--- src/sce_pkg.sv ---
// shared types, codes and constants of the seam carving engine
package sce_pkg;

	localparam int COST_W    = 18;
	localparam int CNT_W     = 9;
	localparam int CFG_W     = 9;
	localparam int CFG_IDX_W = 2;
	localparam logic [COST_W-1:0] COST_SAT = '1;

	localparam int MAX_ROWS_DEF   = 256;
	localparam int MAX_COLS_DEF   = 256;
	localparam int PIXEL_BITS_DEF = 8;

	localparam logic [1:0] CMD_WRITE = 2'd0;
	localparam logic [1:0] CMD_CARVE = 2'd1;
	localparam logic [1:0] CMD_READ  = 2'd2;

	localparam logic [CFG_IDX_W-1:0] REG_ROWS = 2'd0;
	localparam logic [CFG_IDX_W-1:0] REG_COLS = 2'd1;
	localparam logic [CFG_IDX_W-1:0] REG_DIR  = 2'd2;

	localparam logic KIND_READ  = 1'b0;
	localparam logic KIND_CARVE = 1'b1;

	typedef struct packed {
		logic [1:0] cmd;
		logic [7:0] row;
		logic [7:0] col;
		logic [7:0] pixel;
	} in_word_t;

	typedef struct packed {
		logic       kind;
		logic [7:0] read_value;
		logic [7:0] seam_end;
	} out_word_t;

	typedef enum logic [2:0] {
		ST_IDLE, ST_RESP, ST_CELL, ST_SCAN, ST_SEAM, ST_SHIFT, ST_BT, ST_DONE
	} state_t;

	typedef enum logic [3:0] {
		P0, P1, P2, P3, P4, P5, P6, P7, P8, P9
	} phase_t;

	typedef enum logic [1:0] {
		ALU_ACC, ALU_ADD, ALU_LT
	} alu_op_t;

	typedef struct packed {
		alu_op_t op;
	} alu_ctl_t;

endpackage

--- src/sce_alu.sv ---
// shared arithmetic unit: absolute difference accumulate, saturating add, compare
module sce_alu
	import sce_pkg::*;
(
	input  alu_ctl_t          ctl,
	input  logic [COST_W-1:0] a,
	input  logic [COST_W-1:0] b,
	input  logic [COST_W-1:0] acc,
	output logic [COST_W-1:0] sum,
	output logic              lt
);

	logic [COST_W-1:0] diff;
	logic [COST_W:0]   raw;

	always_comb begin
		diff = (a > b) ? a - b : b - a;
		unique case (ctl.op)
			ALU_ACC: raw = {1'b0, acc} + {1'b0, diff};
			ALU_ADD: raw = {1'b0, acc} + {1'b0, a};
			ALU_LT:  raw = '0;
			default: raw = '0;
		endcase
		sum = raw[COST_W] ? COST_SAT : raw[COST_W-1:0];
		lt  = a < b;
	end

endmodule
--- config.mk ---
export PLATFORM = sky130hd
export DESIGN_NAME = sce_alu
export DESIGN_NICKNAME = d
export VERILOG_FILES = /design/src/sce_pkg.sv /design/src/sce_alu.sv
export SDC_FILE = /design/constraint.sdc
export NUM_CORES = 1
export LEC_CHECK = 0
export BUFFER_PORTS_ARGS = -buffer_cell sky130_fd_sc_hd__clkbuf_2
export CORE_UTILIZATION = 60
export DETAILED_ROUTE_END_ITERATION = 16
export MAX_ROUTING_LAYER = met4
export PLACE_DENSITY_LB_ADDON = 0.12
export SYNTH_ARGS = -nofsm -noshare
export SYNTH_HDL_FRONTEND = slang
export SYNTH_SLANG_ARGS = --single-unit
--- constraint.sdc ---
create_clock -name vclk -period 13.2
set_input_delay 1.98 -clock vclk [all_inputs]
set_output_delay 1.98 -clock vclk [all_outputs]
set_load 0.01 [all_outputs]
# Word level (Yosys, flattened, before mapping)
# Index checks and enable logic that the tools add are counted.
# W data, S select, Z words.
dict set report classes {
  n_mul 0
  shift 0
  eq_ne 1
  mux 3
  addsub 4
  div 0
  n_reduce_logical 1
  bitwise 0
  magnitude_cmp 2
}
# operator n
set op_table {}
lappend op_table {{$add A18 B18 Y19} 2}
lappend op_table {{$pmux W19 S2} 1}
lappend op_table {{$mux W18} 2}
lappend op_table {{$sub A18 B18 Y18} 2}
lappend op_table {{$gt A18 B18 Y1} 1}
lappend op_table {{$lt A18 B18 Y1} 1}
lappend op_table {{$eq A2 B1 Y1 const B} 1}
lappend op_table {{$logic_not A2 Y1} 1}
dict set report word_totals {
  elab_cells 11
  memories 0
  ff_bits 0
  mem_bits_rw 0
  latch_bits 0
  mem_bits_ro 0
}

# Longest topological paths before layout
dict set report depth {
  depth_word 5
  ltp_mapped 22
}

# Worst setup path after synthesis
# OpenSTA, ideal clock, no wires.
dict set report synth_timing {
  path_kind {input to output}
  start {in a[12]}
  end {out sum[10]}
  slack_ps 4534
  stages 22
  required_ps 11220
  n_path_buf 3
  arrival_time_ps 6686
  cell_sequence {inv_1 > ha_1 > buf_6 > nand4_2 > or3_4 > or4_4 > o21a_1 > o21ai_2 > buf_6 > nand2_1 > and3_1 > o31ai_1 > ha_1 > a211oi_1 > a211oi_1 > o211a_1 > o21a_1 > a221oi_1 > o21ai_0 > o21ai_1 > clkbuf_1 > a21oi_1}
}
dict set report synth_between {
  elab_chain_len 5
  elab_cells_between_ends 8
}
# element line
set synth_rtl {}
lappend synth_rtl {{start: declaration} sce_alu.sv:6} ;# input logic [COST_W-1:0] a,
lappend synth_rtl {{$sub A18 B18 Y18 or $gt A18 B18 Y1 (tied branches)} sce_alu.sv:17} ;# diff = (a > b) ? a - b : b - a;
lappend synth_rtl {{$mux W18} sce_alu.sv:17}
lappend synth_rtl {{$add A18 B18 Y19} sce_alu.sv:19} ;# ALU_ACC: raw = {1'b0, acc} + {1'b0, diff};
lappend synth_rtl {{$pmux W19 S2 (*)} sce_alu.sv:18} ;# unique case (ctl.op)
lappend synth_rtl {{$mux W18 (*)} sce_alu.sv:24} ;# sum = raw[COST_W] ? COST_SAT : raw[COST_W-1:0];
lappend synth_rtl {{end: declaration} sce_alu.sv:9} ;# output logic [COST_W-1:0] sum,
# Mark *: on every way between the ends. The rest lies on a longest branch, timed or not.

# Final worst setup path
dict set report layout_timing {
  start {in a[10]}
  end {out sum[2]}
}
# Same word-level chain as after synthesis.

==> results.md <==
* Remaining DRCs at 0
* Endpoint class of the critical path: output pin
* Syn avg cell area at 6.70 µm²
* Synth Area in XOR/XNOR at 6.02%
* Synthesized area at 3060 µm²
* # fillers at 469
* Final ANT Viol Nets at 0
* Worst hold path type: in -> out
* Core Util, Final at 70.6%
* Global-route wire length before repair at 13.2 mm
* Boundary pin count at 75
* Complex-gate fraction of the synthesized area at 34.2%
* Share of the clock period used by the worst path at 73.9%
* FF/Latch Area at 0 µm²
* Setup TNS at 0 ns
* Worst VDD drop at 0.0314 mV
* Status: finished, final reports clean
* Worst slew pin tran at 1.16 ns
* Vias at 3487
* Vias in the first global route at 3059
* Drt pass-1 iters at 5
* CP Data Arrival Time at 7.77 ns
* RSZ-0062 raised after global routing: no
* DIE AREA at 5380 µm²
* Largest family of logic cells by synthesized area: compound AO/OA/AOI/OAI gates
* Buf+Inv Stages, Crit Path at 3
* Grt ovf at 0
* WS Path Type: in -> out
* Initial antenna violation count at 0
* Layout cells sized above 1 at 18.3%
* Sequential share of power at 0%
* Cell depth of the worst hold path at 5
* Die Span X at 73.4 µm
* Int Pwr at 109 µW
* Area Growth Syn to Fin at 11.3%
* Yosys top cell by area: ha_1
* Finished Layout Cells at 576
* Mux contribution to synthesized area at 5.53%
* Placed wire-length estimate at 6.92 mm
* CP peak stage delay at 0.64 ns
* Antenna cells at 0
* Clock power share at 0%
* Yosys warnings at 0
* Largest net degree at the start of global routing at 25
* Fmax at 0.103 GHz
* Port Buf Inserts at 75
* Final Total Pwr at 259 µW
* Placed cells at 576
* Placer Congestion at 0.951
* Seq Cell Count at 0
* Crit-path leading delay family: compound AO/OA/AOI/OAI gates
* Switch share at 57.9%
* WP depth at 21
* Endpoints failing setup at 0
* Setup Buffers After CTS at 0
* Leakage at 0.00181 µW
* P_sw at 150 µW
* Hold_buf cts at 0
* Initial Utilization at 63.4%
* Startpoint Class: input port
* Crit-path slowest cell: o21ai_1
* Max-cap violations at 0
* Post-synthesis simple-gate area fraction at 20.1%
* Core Footprint at 4820 µm²
* Synth area leaders: ha_1 (22%), a21oi_1 (10%), inv_1 (6.1%), o21ai_0 (5.6%), a21o_1 (4.2%)
* Seq/Total Area, Yosys at 0%
* Hold_ws at 4.43 ns
* Mapped Cells at 456
* Power Dens Cells at 76.2 nW/µm²
* Synth cell count leaders: a21oi_1 (62), ha_1 (54), inv_1 (50), o21ai_0 (34)
* Row cnt at 25
* Final Critical Period at 9.75 ns
* Max Transition Viols Final at 0
* Adder-Cell Fraction of Synth Area at 24.1%
* Die height at 73.4 µm
* GRT Util Overall at 31.2%
* Vias per cell at 6.05
* Syn nets at 569
* Count of cell types in the netlist at 60
* Most frequent cell after synthesis: a21oi_1
* Proportion of power drawn by combinational gates at 100.0%
* Total Wirelength at 8.38 mm
* # resized after CTS at 0
* Wire length per cell at 14.5 µm
* Share of Yosys cell area claimed by the top area cell type at 22.1%
* Relative slew slack at 21.9%
* Final net count at 624
* Final-report hold violation count at 0
* CP Cell Sequence: clkbuf_2 -> inv_1 -> ha_1 -> nand4_2 -> or3_4 -> or4_4 -> o21a_1 -> o21ai_2 -> nand2_1 -> and3_1 -> o31ai_1 -> ha_1 -> a211oi_1 -> a211oi_1 -> o211a_1 -> o21a_1 -> a221oi_1 -> o21ai_0 -> o21ai_1 -> a21oi_1 -> clkbuf_2
* CP Max Fanout at 17
* Worst Path Required at 11.22 ns
* Initial DRC Count at 175
* CLK BUF at 0
==> cell usage in the layout, fill, tap and decap left out, drive strengths merged, types with 5 or more instances in the layout <==
cell    synthesis  final
clkbuf         13     75
nand2b          7      7
nand4           7      7
or3             5      5
nor3            7      7
o21a            8      8
a211oi          9      9
a31oi           5      5
o21ai          37     37
nor2           32     32
a21o           18     18
xor2           11     11
ha             54     54
xnor2          10     10
o31ai           5      5
inv            50     50
a21oi          63     63
nand3          13     13
mux2i          12     12
nand2          32     32
==> metal layers <==
layer,vias to the layer above,global-route usage [%],part of all wire [%]
li1,1744,-,-
met1,1564,40.2,45
met2,166,53.4,47
met3,13,3.02,7.4
met4,0,5.34,1.0
met5,-,-,0
==> power by group through the flow <==
| stage | registers, µW | logic, µW | clock network, µW |
|---|---|---|---|
| final | 0 | 259 | 0 |
| after global routing | 0 | 287 | 0 |
| after global placement | 0 | 250 | 0 |
| after floorplan | 0 | 193 | 0 |
| after CTS | 0 | 255 | 0 |
| after detailed placement | 0 | 254 | 0 |
==> cell families (layout without fill, tap and decap cells) <==
| group | after synthesis | in the layout |
|---|---|---|
| buf+inv | 73 | 126 |
| xor+xnor | 21 | 21 |
| compound gates | 166 | 166 |
| mux | 16 | 16 |
| simple gates | 123 | 123 |
| fa+ha+maj | 57 | 57 |
==> through the flow <==
| stage | cell area (µm²) | setup WS, ns |
|---|---|---|
| global placement | 3400 | 3.80 |
| global route | 3400 | 2.93 |
| detailed placement | 3400 | 3.52 |
| floorplan | 3060 | 4.53 |
| finish | 3400 | 3.45 |
| CTS | 3400 | 3.52 |
==> path summary, 6_finish.rpt <==
check | start | to | slack, ns
max | a[10] | sum[2] | 3.45
min | acc[0] | sum[0] | 4.43
==> area by class of cell <==
cell class	instances	area (µm²)	area share, %
Multi-Input combinational cell	383	2750	80.8
Inverter	50	188	5.52
Timing Repair Buffer	76	383	11.3
Tap cell	67	83.8	2.47
Note: power is estimated with default switching activity, not from simulation.
